### src/hw/rtl/rfrb_pkg.sv
// Package: constants, types and register indexes for the row FIR filter.
`timescale 1ns / 1ps
`default_nettype none

package rfrb_pkg;

    localparam int MAX_ORDER     = 3;
    localparam int SAMPLE_WIDTH  = 16;
    localparam int COEF_WIDTH    = 18;
    localparam int FRAC_SHIFT    = 16;
    localparam int ORDER_WIDTH   = 2;
    localparam int CFG_IDX_WIDTH = 3;
    localparam int NUM_COEF_REGS = 4;

    localparam int WIN_DEPTH   = 2 * MAX_ORDER + 1;
    localparam int WIN_IDX_W   = $clog2(WIN_DEPTH);
    localparam int FILL_WIDTH  = $clog2(WIN_DEPTH + 1);
    localparam int HALF_DEPTH  = MAX_ORDER + 1;
    localparam int PROD_WIDTH  = SAMPLE_WIDTH + COEF_WIDTH + 1;
    localparam int ACC_WIDTH   = PROD_WIDTH + $clog2(WIN_DEPTH);

    typedef enum logic [CFG_IDX_WIDTH-1:0] {
        REG_ORDER,
        REG_SYMMETRY,
        REG_COEF0,
        REG_COEF1,
        REG_COEF2,
        REG_COEF3
    } reg_idx_t;

    typedef logic signed [SAMPLE_WIDTH-1:0] pix_t;
    typedef logic signed [COEF_WIDTH-1:0]   coef_t;
    typedef pix_t  [WIN_DEPTH-1:0]          win_t;
    typedef coef_t [HALF_DEPTH-1:0]         coef_arr_t;

    typedef struct packed {
        logic [ORDER_WIDTH-1:0] order;
        logic                   symmetric;
        coef_arr_t              half_coef;
    } cfg_t;

    typedef struct packed {
        logic                   last;
        logic [ORDER_WIDTH-1:0] order;
        win_t                   win;
    } tap_req_t;

endpackage

`default_nettype wire

### src/hw/rtl/rfrb_cfg.sv
// Configuration registers and effective filter order.
`timescale 1ns / 1ps
`default_nettype none

module rfrb_cfg
(
    input  wire logic                                clk,
    input  wire logic                                rst_n,
    input  wire logic                                cfg_valid,
    output logic                                     cfg_ready,
    input  wire logic [rfrb_pkg::CFG_IDX_WIDTH-1:0]  cfg_index,
    input  wire logic [rfrb_pkg::COEF_WIDTH-1:0]     cfg_data,
    output rfrb_pkg::cfg_t                           cfg
);
    import rfrb_pkg::*;

    logic [ORDER_WIDTH-1:0] order_reg;
    logic                   sym_reg;
    coef_arr_t              coef_reg;
    logic                   wr_en;

    assign cfg_ready = 1'b1;
    assign wr_en     = cfg_valid & cfg_ready;

    always_ff @(posedge clk or negedge rst_n)
    begin
        if (!rst_n)
        begin
            order_reg <= ORDER_WIDTH'(1);
            sym_reg   <= 1'b1;
            for (int h = 0; h < HALF_DEPTH; h++)
            begin
                coef_reg[h] <= (h == 0) ? coef_t'(1 << FRAC_SHIFT) : coef_t'(0);
            end
        end
        else if (wr_en)
        begin
            if (cfg_index == REG_ORDER)
            begin
                order_reg <= cfg_data[ORDER_WIDTH-1:0];
            end
            if (cfg_index == REG_SYMMETRY)
            begin
                sym_reg <= cfg_data[0];
            end
            for (int h = 0; h < HALF_DEPTH; h++)
            begin
                if (h < NUM_COEF_REGS &&
                    {1'b0, cfg_index} == (CFG_IDX_WIDTH + 1)'(REG_COEF0 + h))
                begin
                    coef_reg[h] <= coef_t'(cfg_data);
                end
            end
        end
    end

    always_comb
    begin
        cfg.symmetric = sym_reg;
        cfg.half_coef = coef_reg;
        if (order_reg == '0)
        begin
            cfg.order = ORDER_WIDTH'(1);
        end
        else if (int'(order_reg) > MAX_ORDER)
        begin
            cfg.order = ORDER_WIDTH'(MAX_ORDER);
        end
        else
        begin
            cfg.order = order_reg;
        end
    end

endmodule

`default_nettype wire

### config.mk
export PLATFORM = sky130hd
export DESIGN_NAME = rfrb_cfg
export DESIGN_NICKNAME = d
export VERILOG_FILES = /design/src/hw/rtl/rfrb_pkg.sv /design/src/hw/rtl/rfrb_cfg.sv
export SDC_FILE = /design/constraint.sdc
export NUM_CORES = 1
export LEC_CHECK = 0
export BUFFER_PORTS_ARGS = -buffer_cell sky130_fd_sc_hd__buf_4
export CAP_MARGIN = 20
export CELL_PAD_IN_SITES_DETAIL_PLACEMENT = 1
export CELL_PAD_IN_SITES_GLOBAL_PLACEMENT = 2
export CORE_MARGIN = 3
export CORE_UTILIZATION = 34
export DETAILED_ROUTE_END_ITERATION = 10
export GPL_ROUTABILITY_DRIVEN = 0
export HOLD_SLACK_MARGIN = 0.06
export PLACE_DENSITY = 0.79
export SKIP_LAST_GASP = 1
export SLEW_MARGIN = 20
export SYNTH_ARGS = -nofsm -noshare
export SYNTH_HDL_FRONTEND = slang
export SYNTH_SLANG_ARGS = --single-unit
### constraint.sdc
create_clock -name clk -period 0.9 [get_ports clk]
set_input_delay 0.135 -clock clk [delete_from_list [all_inputs] [get_ports clk]]
set_output_delay 0.135 -clock clk [all_outputs]
set_load 0.02 [all_outputs]
## Word-level counts from Yosys, hierarchy flattened

Cells that the tools add are included.

- Add/sub/neg operators: 0
- $mul: 0
- Divide/modulo/power cells: 0
- $lt $le $gt $ge: 0
- Equal/unequal tests: 5
- Shifts and indexed selects: 0
- Muxes and demuxes: 1
- Bitwise logic cells: 0
- Reductions and logical operators: 8

Operators by type and width:

| kind | number |
|---|---|
| 2-bit AND reduction | 6 |
| 3-bit by 2-bit == test with 1-bit output (second input constant) | 2 |
| 3-bit == test (second input constant) | 2 |
| 3-bit by 1-bit == test with 1-bit output (second input constant) | 1 |
| 3-bit logical NOT | 1 |
| 2-bit logical NOT | 1 |
| 2-bit 2-to-1 mux | 1 |

- Bits in registers: 75
- Bits in latches: 0
- Bits in writable memories: 0
- ROM bits: 0
- Input port bits: 24
- Output and inout port bits: 76
- Logic and storage cells: 20
- Memories: 0

## Longest topological paths before layout

- Word-level depth: 2
- Depth in mapped cells: 4
- Gate-level depth less buffers: 2

## Worst setup path after synthesis

Ideal clock, no wire load.

- Path type: input -> register
- Start: input cfg_index[0] (netlist bit)
- End: register coef_reg, in the netlist cfg[0]
- Setup time: 125 ps
- Arrival time: 988 ps
- Slack: -212 ps
- Cell stages on the path: 4
- Buffers on the path: 2
- Cell sequence: and4bb_2 -> buf_6 -> buf_8 -> mux2_2

- Word-level cells in the longest chain between the ends: 2

Ends and longest elaborated chain:

| element | line | source |
|---|---|---|
| start: declaration | rfrb_cfg.sv:11 | `input wire logic [rfrb_pkg::CFG_IDX_WIDTH-1:0] cfg_index,` |
| 3-bit by 2-bit == test with 1-bit output | rfrb_cfg.sv:49 | `{1'b0, cfg_index} == (CFG_IDX_WIDTH + 1)'(REG_COEF0 + h))` |
| 2-bit AND reduction (no line) | -- |  |
| end signal: indexed assignment | rfrb_cfg.sv:33 | `coef_reg[h] <= (h == 0) ? coef_t'(1 << FRAC_SHIFT) : coef_t'(0);` |
| end signal: indexed assignment | rfrb_cfg.sv:51 | `coef_reg[h] <= coef_t'(cfg_data);` |
| end: declaration | rfrb_cfg.sv:19 | `coef_arr_t coef_reg;` |

Every way passes these cells.
A chain may end at the register's enable or synchronous reset.

==> flow_summary_export.csv <==
group,metric,value,unit
worst_setup_path,worst-path-buf-inv,1,
synth,ys_seq_elements,75,
sta,fin_crit,1.22,ns
sta,hold_viol,0,
detailed_routing,drt-met1-wl,3080,microns
place,dpl.hpwl,5020,microns
cells_and_area,final_area,4990,sq um
die,rows,33,
clocking,root_buffer,"clkbuf_8",
run_status,status,"complete, but fails checks",
worst_setup_path,critPathMaxFanout,2,
synth,syn_inst,167,
clocking,clkSlewWorstSetupHoldPaths,0.08,ns
cells_and_area,drive_above_1_share,72.0,%
detailed_routing,top_layer,"met4",
detailed_routing,dr.first_iter.drc_count,52,
worst_setup_path,critPathLaunchType,"flip-flop",
cells_and_area,synthToLayoutAreaGrowth,71.7,%
power_and_ir_drop,cellLeakagePower,2.35,nW
die,die_w,98.4,microns
global_route,antenna_found_initial,0,
clocking,cts_tree,"done",
global_route,grt_usage,17.0,%
cells_and_area,largest_reg_flops,72,
worst_setup_path,rr_startpoint,"cfg[71]",
detailed_routing,ant_nets,0,
worst_setup_path,reg2reg_depth,2,
global_route,grt_pass1_wl,12800,microns
die,die_area,9690,sq um
detailed_routing,wl,7920,microns
sta,period_share,136,%
sta,holdWs,0.185,ns
sta,rsz0062_at_grt,"yes",
synth,synth_cell_type_count,12,
worst_setup_path,required,0.76,ns
synth,synth_area_per_cell,17.4,sq um
worst_setup_path,end_kind,"output pin",
clocking,htree_levels,3,
sta,drv_slew,0,
detailed_routing,post_drt_wl_per_cell,18.3,microns
global_route,grt_overflow,0,
detailed_routing,drt_first_pass_iters,3,
sta,fmax,818,MHz
sta,setup_violations,82,
worst_setup_path,cp_cell_sequence,"nand2b_4 -> buf_6",
clocking,clockBufferDepth,2,
clocking,clk_latency,0.35,ns
die,dieHeight,98.4,microns
synth,ys_seq_area_share,64.7,%
worst_setup_path,r2r_slack,-0.02,ns
place,dpl-instance-area,4020,sq um
place,io_buffers,98,
sta,fin_skew,0,ns
die,pin_count,100,
synth,synth_nets,191,
cells_and_area,num_antenna_cells,0,
sta,timing.final.ws_setup,-0.323,ns
worst_setup_path,cp_slowest_cell,"dfstp_2",
clocking,numCtsBuffers,9,
power_and_ir_drop,p_total,0.0126,W
detailed_routing,drc_errors,0,
cells_and_area,nets,347,
global_route,grt_max_degree,33,
die,core_area,8260,sq um
global_route,grt_pass1_vias,2308,
cells_and_area,nFillCells,764,
power_and_ir_drop,power.density,2530,nW/um^2
worst_setup_path,crit_family,"flip-flops",
worst_setup_path,setup.worst_path.class,"flip-flop to output pin",
detailed_routing,via_count,2001,
worst_setup_path,cpPeakStageDelay,0.53,ns
worst_setup_path,regToRegEndpoint,"cfg[71]",
hold_path,hold_class,"input port to async pin",
die,initial_utilization,35.2,%
job,maxCapViolations,0,
detailed_routing,via_per_inst,4.62,
run_status,violations,"negative setup slack",
detailed_routing,met3_length,768,microns
clocking,cts_sinks,75,
power_and_ir_drop,ir_drop,2.46,mV
synth,ys_warn_count,0,
detailed_routing,route.met2.wl,4000,microns
worst_setup_path,crit_arrival,1.09,ns
synth,synthesis.area,2910,sq um
[final cells by class]
cell class / instances / area [sq um] / share of cell area (%)
Sequential cell: 75 / 1880 / 37.7
Timing Repair Buffer: 154 / 1650 / 33.2
Multi-Input combinational cell: 83 / 1050 / 21.0
Clock buffer: 12 / 155 / 3.11
Tap cell: 105 / 131 / 2.63
Clock inverter: 4 / 120 / 2.41
[layer usage]
metal | track usage (%) | vias to the layer above
met5 | 0 | -
met4 | 3.89 | 0
met3 | 9.41 | 5
met2 | 27.9 | 73
met1 | 19.7 | 1022
li1 | - | 901
[synthesized netlist by cell type]
cell      count  area share, %
buf_6         4            1.6
dfstp_2       3            2.7
nand2b_1      1           0.22
nand4b_2      2            1.0
buf_4         2           0.52
dfrtp_1      72             62
mux2_2       75             29
nor4b_1       1           0.30
conb_1        1           0.13
clkbuf_1      1           0.13
and4bb_2      3            1.3
buf_8         2            1.0
[worst reg2reg max path: cells and delay by family, from the launching register on]
family / cells / cell delay [ns]
buffers and inverters: 1 / 0.14
flip-flops: 1 / 0.40
multiplexers: 1 / 0.26
[cell families (layout without fill, tap and decap cells)]
kind of cell | count (synthesis) | after routing | share of synthesized area, %
buffers and inverters | 9 | 170 | 3.23
flip-flops | 75 | 75 | 64.7
other | 1 | 1 | 0.129
multiplexers | 75 | 75 | 29.1
AND/OR/NAND/NOR | 7 | 7 | 2.84
[placed cells by master, fill, tap and decap left out, drive strengths merged]
cell type,synthesis,layout
buf,8,135
dlygate4sd3,0,19
mux2,75,75
bufinv,0,4
conb,1,1
nand4b,2,2
nand2b,1,1
dfrtp,72,72
and4bb,3,3
clkbuf,1,12
nor4b,1,1
dfstp,3,3
[worst max-delay path by stage]
stage                   end         start  slack, ns  depth (start not counted)
floorplan            cfg[0]  cfg_index[2]      -0.21                          4
global placement     cfg[5]  cfg_index[2]      -0.33                          4
detailed placement  cfg[40]  cfg_index[1]      -0.36                          4
CTS                 cfg[73]  order_reg[0]      -0.35                          2
global route        cfg[73]  order_reg[0]      -0.38                          2
finish              cfg[73]  order_reg[0]      -0.32                          2
[through the flow]
stage                     TNS, ns  std cells  setup slack (ns)  utilization (%)
after floorplan             -5.98        167            -0.212                -
after global placement     -21.69        377            -0.328             48.7
after detailed placement   -22.87        377            -0.357             48.7
after CTS                  -10.26        428            -0.348             59.2
after global routing       -13.60        433            -0.382             60.4
final                       -9.05        433            -0.323             60.4
[where the power goes]
| part | switching (W) | internal (W) | total [W] |
|---|---|---|---|
| sequential | 0.000600 | 0.00414 | 0.00474 |
| combinational | 0.00180 | 0.00257 | 0.00437 |
| clock | 0.00122 | 0.00228 | 0.00350 |
[repair_timing]
action / CTS / global route
setup buffers: 16 / 12
hold buffers: 19 / 0
pin swaps: 0 / 0
gates resized for setup: 75 / 17
endpoints found under the setup margin: 75 / 90
endpoints found under the hold margin: 139 / 0
(Power assumes the default switching activity.)
