--- config.mk ---
export PLATFORM = sky130hd
export DESIGN_NAME = rfrb_window
export DESIGN_NICKNAME = d
export VERILOG_FILES = /design/src/hw/rtl/rfrb_pkg.sv /design/src/hw/rtl/rfrb_window.sv
export SDC_FILE = /design/constraint.sdc
export NUM_CORES = 1
export LEC_CHECK = 0
export ABC_CLOCK_PERIOD_IN_PS = 1900
export BUFFER_PORTS_ARGS = -buffer_cell sky130_fd_sc_hd__buf_2
export CORE_UTILIZATION = 47
export CTS_CLUSTER_DIAMETER = 30
export DETAILED_ROUTE_END_ITERATION = 12
export PLACE_DENSITY = 0.78
export SLEW_MARGIN = 20
export SYNTH_ARGS = -nofsm -noshare
export SYNTH_HDL_FRONTEND = slang
export SYNTH_SLANG_ARGS = --single-unit
export TNS_END_PERCENT = 10
--- constraint.sdc ---
create_clock -name clk -period 1.9 [get_ports clk]
set_clock_uncertainty 0.15 [all_clocks]
set_input_delay 0.19 -clock clk [delete_from_list [all_inputs] [get_ports clk]]
set_output_delay 0.19 -clock clk [all_outputs]
set_load 0.05 [all_outputs]
--- src/hw/rtl/rfrb_pkg.sv ---
// Package: constants, types and register indexes for the row FIR filter.
`timescale 1ns / 1ps
`default_nettype none

package rfrb_pkg;

    localparam int MAX_ORDER     = 3;
    localparam int SAMPLE_WIDTH  = 16;
    localparam int COEF_WIDTH    = 18;
    localparam int FRAC_SHIFT    = 16;
    localparam int ORDER_WIDTH   = 2;
    localparam int CFG_IDX_WIDTH = 3;
    localparam int NUM_COEF_REGS = 4;

    localparam int WIN_DEPTH   = 2 * MAX_ORDER + 1;
    localparam int WIN_IDX_W   = $clog2(WIN_DEPTH);
    localparam int FILL_WIDTH  = $clog2(WIN_DEPTH + 1);
    localparam int HALF_DEPTH  = MAX_ORDER + 1;
    localparam int PROD_WIDTH  = SAMPLE_WIDTH + COEF_WIDTH + 1;
    localparam int ACC_WIDTH   = PROD_WIDTH + $clog2(WIN_DEPTH);

    typedef enum logic [CFG_IDX_WIDTH-1:0] {
        REG_ORDER,
        REG_SYMMETRY,
        REG_COEF0,
        REG_COEF1,
        REG_COEF2,
        REG_COEF3
    } reg_idx_t;

    typedef logic signed [SAMPLE_WIDTH-1:0] pix_t;
    typedef logic signed [COEF_WIDTH-1:0]   coef_t;
    typedef pix_t  [WIN_DEPTH-1:0]          win_t;
    typedef coef_t [HALF_DEPTH-1:0]         coef_arr_t;

    typedef struct packed {
        logic [ORDER_WIDTH-1:0] order;
        logic                   symmetric;
        coef_arr_t              half_coef;
    } cfg_t;

    typedef struct packed {
        logic                   last;
        logic [ORDER_WIDTH-1:0] order;
        win_t                   win;
    } tap_req_t;

endpackage

`default_nettype wire

--- src/hw/rtl/rfrb_window.sv ---
// Pixel window with border replication and row-end flush sequencing.
`timescale 1ns / 1ps
`default_nettype none

module rfrb_window
(
    input  wire logic                            clk,
    input  wire logic                            rst_n,
    input  wire logic                            in_valid,
    output logic                                 in_stall,
    input  wire logic [rfrb_pkg::SAMPLE_WIDTH-1:0] pixel_in,
    input  wire logic                            row_end,
    input  wire logic [rfrb_pkg::ORDER_WIDTH-1:0]  order,
    input  wire logic                            req_ready,
    output logic                                 req_valid,
    output rfrb_pkg::tap_req_t                   req
);
    import rfrb_pkg::*;

    typedef enum logic {
        ST_PIXEL,
        ST_FLUSH
    } state_t;

    state_t                 state_reg;
    state_t                 state_next;
    win_t                   win_reg;
    win_t                   win_next;
    logic [FILL_WIDTH-1:0]  fill_reg;
    logic [FILL_WIDTH-1:0]  fill_next;
    logic [FILL_WIDTH-1:0]  fill_inc;
    logic [ORDER_WIDTH-1:0] flush_reg;
    logic [ORDER_WIDTH-1:0] flush_next;
    logic                   pix_step;
    logic                   flush_step;
    logic                   emit;
    logic                   last;

    assign in_stall   = (state_reg == ST_FLUSH) | ~req_ready;
    assign pix_step   = in_valid & ~in_stall;
    assign flush_step = (state_reg == ST_FLUSH) & req_ready;
    assign fill_inc   = (int'(fill_reg) < WIN_DEPTH) ? fill_reg + FILL_WIDTH'(1) : fill_reg;

    always_comb
    begin
        win_next   = win_reg;
        fill_next  = fill_reg;
        flush_next = flush_reg;
        state_next = state_reg;
        emit       = 1'b0;
        last       = 1'b0;
        if (pix_step)
        begin
            for (int i = 0; i < WIN_DEPTH; i++)
            begin
                if (fill_reg == '0 || i == WIN_DEPTH - 1)
                begin
                    win_next[i] = pix_t'(pixel_in);
                end
                else
                begin
                    win_next[i] = win_reg[i+1];
                end
            end
            fill_next = fill_inc;
            emit      = {1'b0, fill_inc} > (FILL_WIDTH + 1)'(order);
            if (row_end)
            begin
                state_next = ST_FLUSH;
                flush_next = ORDER_WIDTH'(1);
            end
        end
        else if (flush_step)
        begin
            for (int i = 0; i < WIN_DEPTH - 1; i++)
            begin
                win_next[i] = win_reg[i+1];
            end
            win_next[WIN_DEPTH-1] = win_reg[WIN_DEPTH-1];
            emit = ({1'b0, fill_reg} + (FILL_WIDTH + 1)'(flush_reg))
                   > (FILL_WIDTH + 1)'(order);
            last = (flush_reg == order);
            if (last)
            begin
                state_next = ST_PIXEL;
                fill_next  = '0;
                flush_next = '0;
            end
            else
            begin
                flush_next = flush_reg + ORDER_WIDTH'(1);
            end
        end
    end

    always_ff @(posedge clk or negedge rst_n)
    begin
        if (!rst_n)
        begin
            state_reg <= ST_PIXEL;
            fill_reg  <= '0;
            flush_reg <= '0;
            win_reg   <= '0;
        end
        else
        begin
            state_reg <= state_next;
            fill_reg  <= fill_next;
            flush_reg <= flush_next;
            win_reg   <= win_next;
        end
    end

    assign req_valid = emit;
    assign req.last  = last;
    assign req.order = order;
    assign req.win   = win_next;

endmodule

`default_nettype wire

## Yosys cells after proc, flatten, opt, wreduce, memory -nomap -nowiden

Index checks and enable logic that the tools add are counted.

- Register bits after elaboration: 118
- Bits of input ports: 23
- Output and inout port bits: 117
- Word-level logic and storage cells: 53

- Add/subtract/negate cells: 3
- $lt $le $gt $ge: 3
- Eq/ne operators: 2
- Mux-type cells: 24
- Bitwise operators: 5
- Reductions and logical operators: 6

Operators with widths:

| kind | count |
|---|---|
| 112-bit 2-to-1 mux | 1 |
| 16-bit 2-to-1 mux | 6 |
| 96-bit 2-to-1 mux | 1 |
| 3-bit 2-to-1 mux | 4 |
| 1-bit 2-to-1 mux | 8 |
| 2-bit 2-to-1 mux | 4 |
| 3-bit by 2-bit adder with 4-bit output | 1 |
| 4-bit by 2-bit > comparator with 1-bit output | 1 |
| 2-bit AND reduction | 2 |
| 2-bit nonzero test | 2 |
| 3-bit by 1-bit adder with 3-bit output, second input constant | 1 |
| 3-bit by 2-bit > comparator with 1-bit output | 1 |
| 3-bit zero test | 1 |
| 3-bit less-than comparator, second input constant | 1 |
| 3-bit AND reduction | 1 |
| 2-bit by 1-bit adder with 2-bit output, second input constant | 1 |
| 1-bit AND | 2 |
| 2-bit equality test | 1 |
| 2-bit inequality test, second input constant | 1 |
| 1-bit inverter | 2 |
| 1-bit OR | 1 |

## Depth between registers and ports, before layout

- Depth after elaboration: 6
- Gate-level depth with buffers: 9

## Worst setup path before layout

Ideal clock, no wire load.

- Path type: reg2out
- Start: reg fill_reg[1]
- End: out req_valid
- Arrival time: 2.435 ns
- Path slack: -0.875 ns
- Cell stages (with the launch flop): 10
- Cell sequence: dfrtp_1 inv_1 ha_1 a31oi_1 inv_1 ha_1 nor2b_1 a2bb2oi_1 a21oi_1 o221ai_1

- Word-level cells in the longest chain between the ends: 4

Ends and longest elaborated chain:

| element | RTL line | source |
|---|---|---|
| start: declaration | rfrb_window.sv:29 | `logic [FILL_WIDTH-1:0] fill_reg;` |
| start signal: assignment | rfrb_window.sv:108 | `fill_reg <= fill_next;` |
| 3-bit by 2-bit adder with 4-bit output (tied with other cells) | rfrb_window.sv:80 | `emit = ({1'b0, fill_reg} + (FILL_WIDTH + 1)'(flush_reg))` |
| 4-bit by 2-bit > comparator with 1-bit output / 3-bit 2-to-1 mux (equally long branches) | rfrb_window.sv:81, rfrb_window.sv:42 |  |
| 1-bit 2-to-1 mux / 3-bit by 2-bit > comparator with 1-bit output (equally long branches) | rfrb_window.sv:73, rfrb_window.sv:66 |  |
| 1-bit 2-to-1 mux (*) | rfrb_window.sv:52 | `if (pix_step)` |
| end: declaration | rfrb_window.sv:15 | `output logic req_valid,` |

Every way passes the cells marked *; elsewhere a longest branch is shown, timed or not.

## Worst setup path in the final report

- Start: reg fill_reg[0]
- End: out req_valid

The elaborated chain is that of the path after synthesis.

==> results.tsv <==
metric	value	unit
final WL	17.0	mm
first-pass GRT wire length	25.5	mm
Post-Layout Cell Count	693	
FP Rows	36	
Final WS setup	-0.933	ns
drt drc	0	
root buf cell	clkbuf_8	
Die Wd	104	um
dpl hpwl	7.91	mm
routability cong.	0.811	
final core utilization	81.4	%
count of state elements after synthesis	118	
largest net degree at the start of global routing	80	
Final ANT Viol Nets	0	
clock slew at reported path FFs	0.06	ns
Remaining Overflow, GRT	0	
syn avg cell area	13.9	sq um
Post-synth EDFFs	0	
Via Count	4369	
Largest register FFs	112	
fill cell count	465	
CTS tree	built	
Synth area leader	dfrtp_1	
clk sinks	118	
number of I/O port buffers	139	
failing checks	negative setup slack	
All-Layer GR Usage	31.2	%
top-level I/O count	140	
ant diodes	0	
Total Die Area	10700	sq um
Die Ht	104	um
Slew @ Worst Pin	0.420	ns
post-layout minimum cycle time	2.83	ns
WS Path Type	flip-flop to output port	
post-synthesis sequential area ratio	60.8	%
Synth-to-Final Area Change	66.0	%
data required time at the worst endpoint	1.56	ns
worst skew pair latency	0.51	ns
Rel. slew slack	72.0	%
cell count after placement	615	
RSZ-0062 raised after global routing	true	
antenna violations before repair	0	
async set-reset flop share out of synthesis	100	%
status	complete, but fails checks	
share of cells above drive strength 1	52.0	%
CP Capture Type	output port	
Starting Density	49.0	%
Synth area leaders	dfrtp_1 61%, a221o_1 20%, mux2_1 3.7%	
Final Hold Viols	0	
synthesized area	4860	sq um
drt first pass iters	5	
largest fanout on the critical path	3	
number of CTS-inserted buffers	17	
max cap viols	0	
HP Class	primary input to flip-flop	
Synth top area share	60.8	%
DR iter-0 viols	307	
pre-CTS setup slack	-0.516	ns
Syn. warnings	0	
vias in the first global route	4462	
fmax	0.353	GHz
CORE AREA	9910	sq um
CP arrival	2.49	ns
Tcrit/Tclk final	149	%
Critical Path Start Type	flip-flop	
Slew Viols, Final	0	
count of distinct cell types in the synthesized netlist	34	
WL/cell	24.5	um
H-tree depth	4	
vias per std cell	6.30	
clock buffer depth	2	
NumNets Final	579	
Synth Net Count	381	
worst hold slack	0.0319	ns
cell count after synthesis	349	
Final setup viols	148	
Synth Flop Type	dfrtp_1	
## Yosys cell counts (all sizes together) (2+ instances only)
cell type,number
and2,16
nor3,2
a221o,96
mux2,16
ha,8
nor2b,2
o211ai,2
nand3,2
clkbuf,13
buf,31
nand2b,2
a31oi,2
inv,6
nor2,4
nand2,6
a21oi,6
o21ai,3
dfrtp,118
o22ai,3
a211oi,2
xor2,2
## cell families after synthesis
family,Yosys count,share of synthesized area (%)
flip-flops,118,60.8
AO/OA/AOI/OAI,117,22.6
buffers and inverters,51,5.51
AND/OR/NAND/NOR,36,4.56
multiplexers,16,3.71
adder cells (fa/ha/maj),9,2.47
XOR/XNOR,2,0.361
## cell type report
| cell class | instances | area, sq um | share of cell area, % |
|---|---|---|---|
| Clock buffer | 17 | 414 | 5.14 |
| Clock inverter | 15 | 234 | 2.90 |
| Inverter | 7 | 26.3 | 0.326 |
| Multi-Input combinational cell | 180 | 1830 | 22.7 |
| Sequential cell | 118 | 2950 | 36.6 |
| Tap cell | 133 | 166 | 2.06 |
| Timing Repair Buffer | 223 | 2440 | 30.3 |
## critical path, stage by stage, from the launching register on
cell      delay [ns]
dfrtp_1         0.42
ha_2            0.20
fa_1            0.47
ha_1            0.30
nor2b_1         0.14
o21ai_2         0.16
o221ai_4        0.12
buf_6           0.17
## placed cells by master, fill, tap and decap left out, types with 11 or more instances in the layout
cell type and instances:
a221o_1 78, a221o_2 18, and2_1 14, buf_12 11, buf_2 24, buf_4 35
buf_6 122, clkbuf_16 20, dfrtp_1 117, dlygate4sd3_1 21, mux2_4 16
## timing repair
action,CTS,global route
buffers inserted,13,4
endpoints found under the setup margin,130,205
hold endpoints to repair,141,0
hold buffers,21,0
gates resized for setup,278,12
cloned,4,5
pin swaps,81,5
## stage by stage
| step | area [sq um] | TNS (ns) |
|---|---|---|
| floorplan | 4930 | -18.25 |
| global placement | 5970 | -14.63 |
| detailed placement | 5970 | -18.37 |
| CTS | 7870 | -75.98 |
| global route | 8060 | -90.30 |
| finish | 8060 | -76.92 |
## worst paths after layout
| kind | start | end | slack [ns] | depth (start not counted) |
|---|---|---|---|---|
| max reg2reg | fill_reg[0]$_DFFE_PN0P_ | win_reg[70]$_DFF_PN0_ | -0.23 | 10 |
| min reg2reg | win_reg[15]$_DFF_PN0_ | win_reg[15]$_DFF_PN0_ | 0.37 | 1 |
| min in group asynchronous | rst_n | win_reg[104]$_DFF_PN0_ | 0.09 | 3 |
| max in group asynchronous | rst_n | win_reg[48]$_DFF_PN0_ | 1.10 | 3 |
| min | pixel_in[15] | win_reg[15]$_DFF_PN0_ | 0.03 | 3 |
| max | fill_reg[0]$_DFFE_PN0P_ | req_valid | -0.93 | 7 |
## routing by layer
metal	global-route usage, %	part of all wire (%)	wire, um	vias up
met5	0	0	0	-
met4	13.5	3.0	504	0
met3	9.57	8.2	1400	41
met2	51.2	52	8830	305
met1	38.3	37	6260	2236
li1	-	-	-	1787
Power is not shown: default switching activity piles up to over one toggle a cycle in this logic, so the estimate is an artifact.
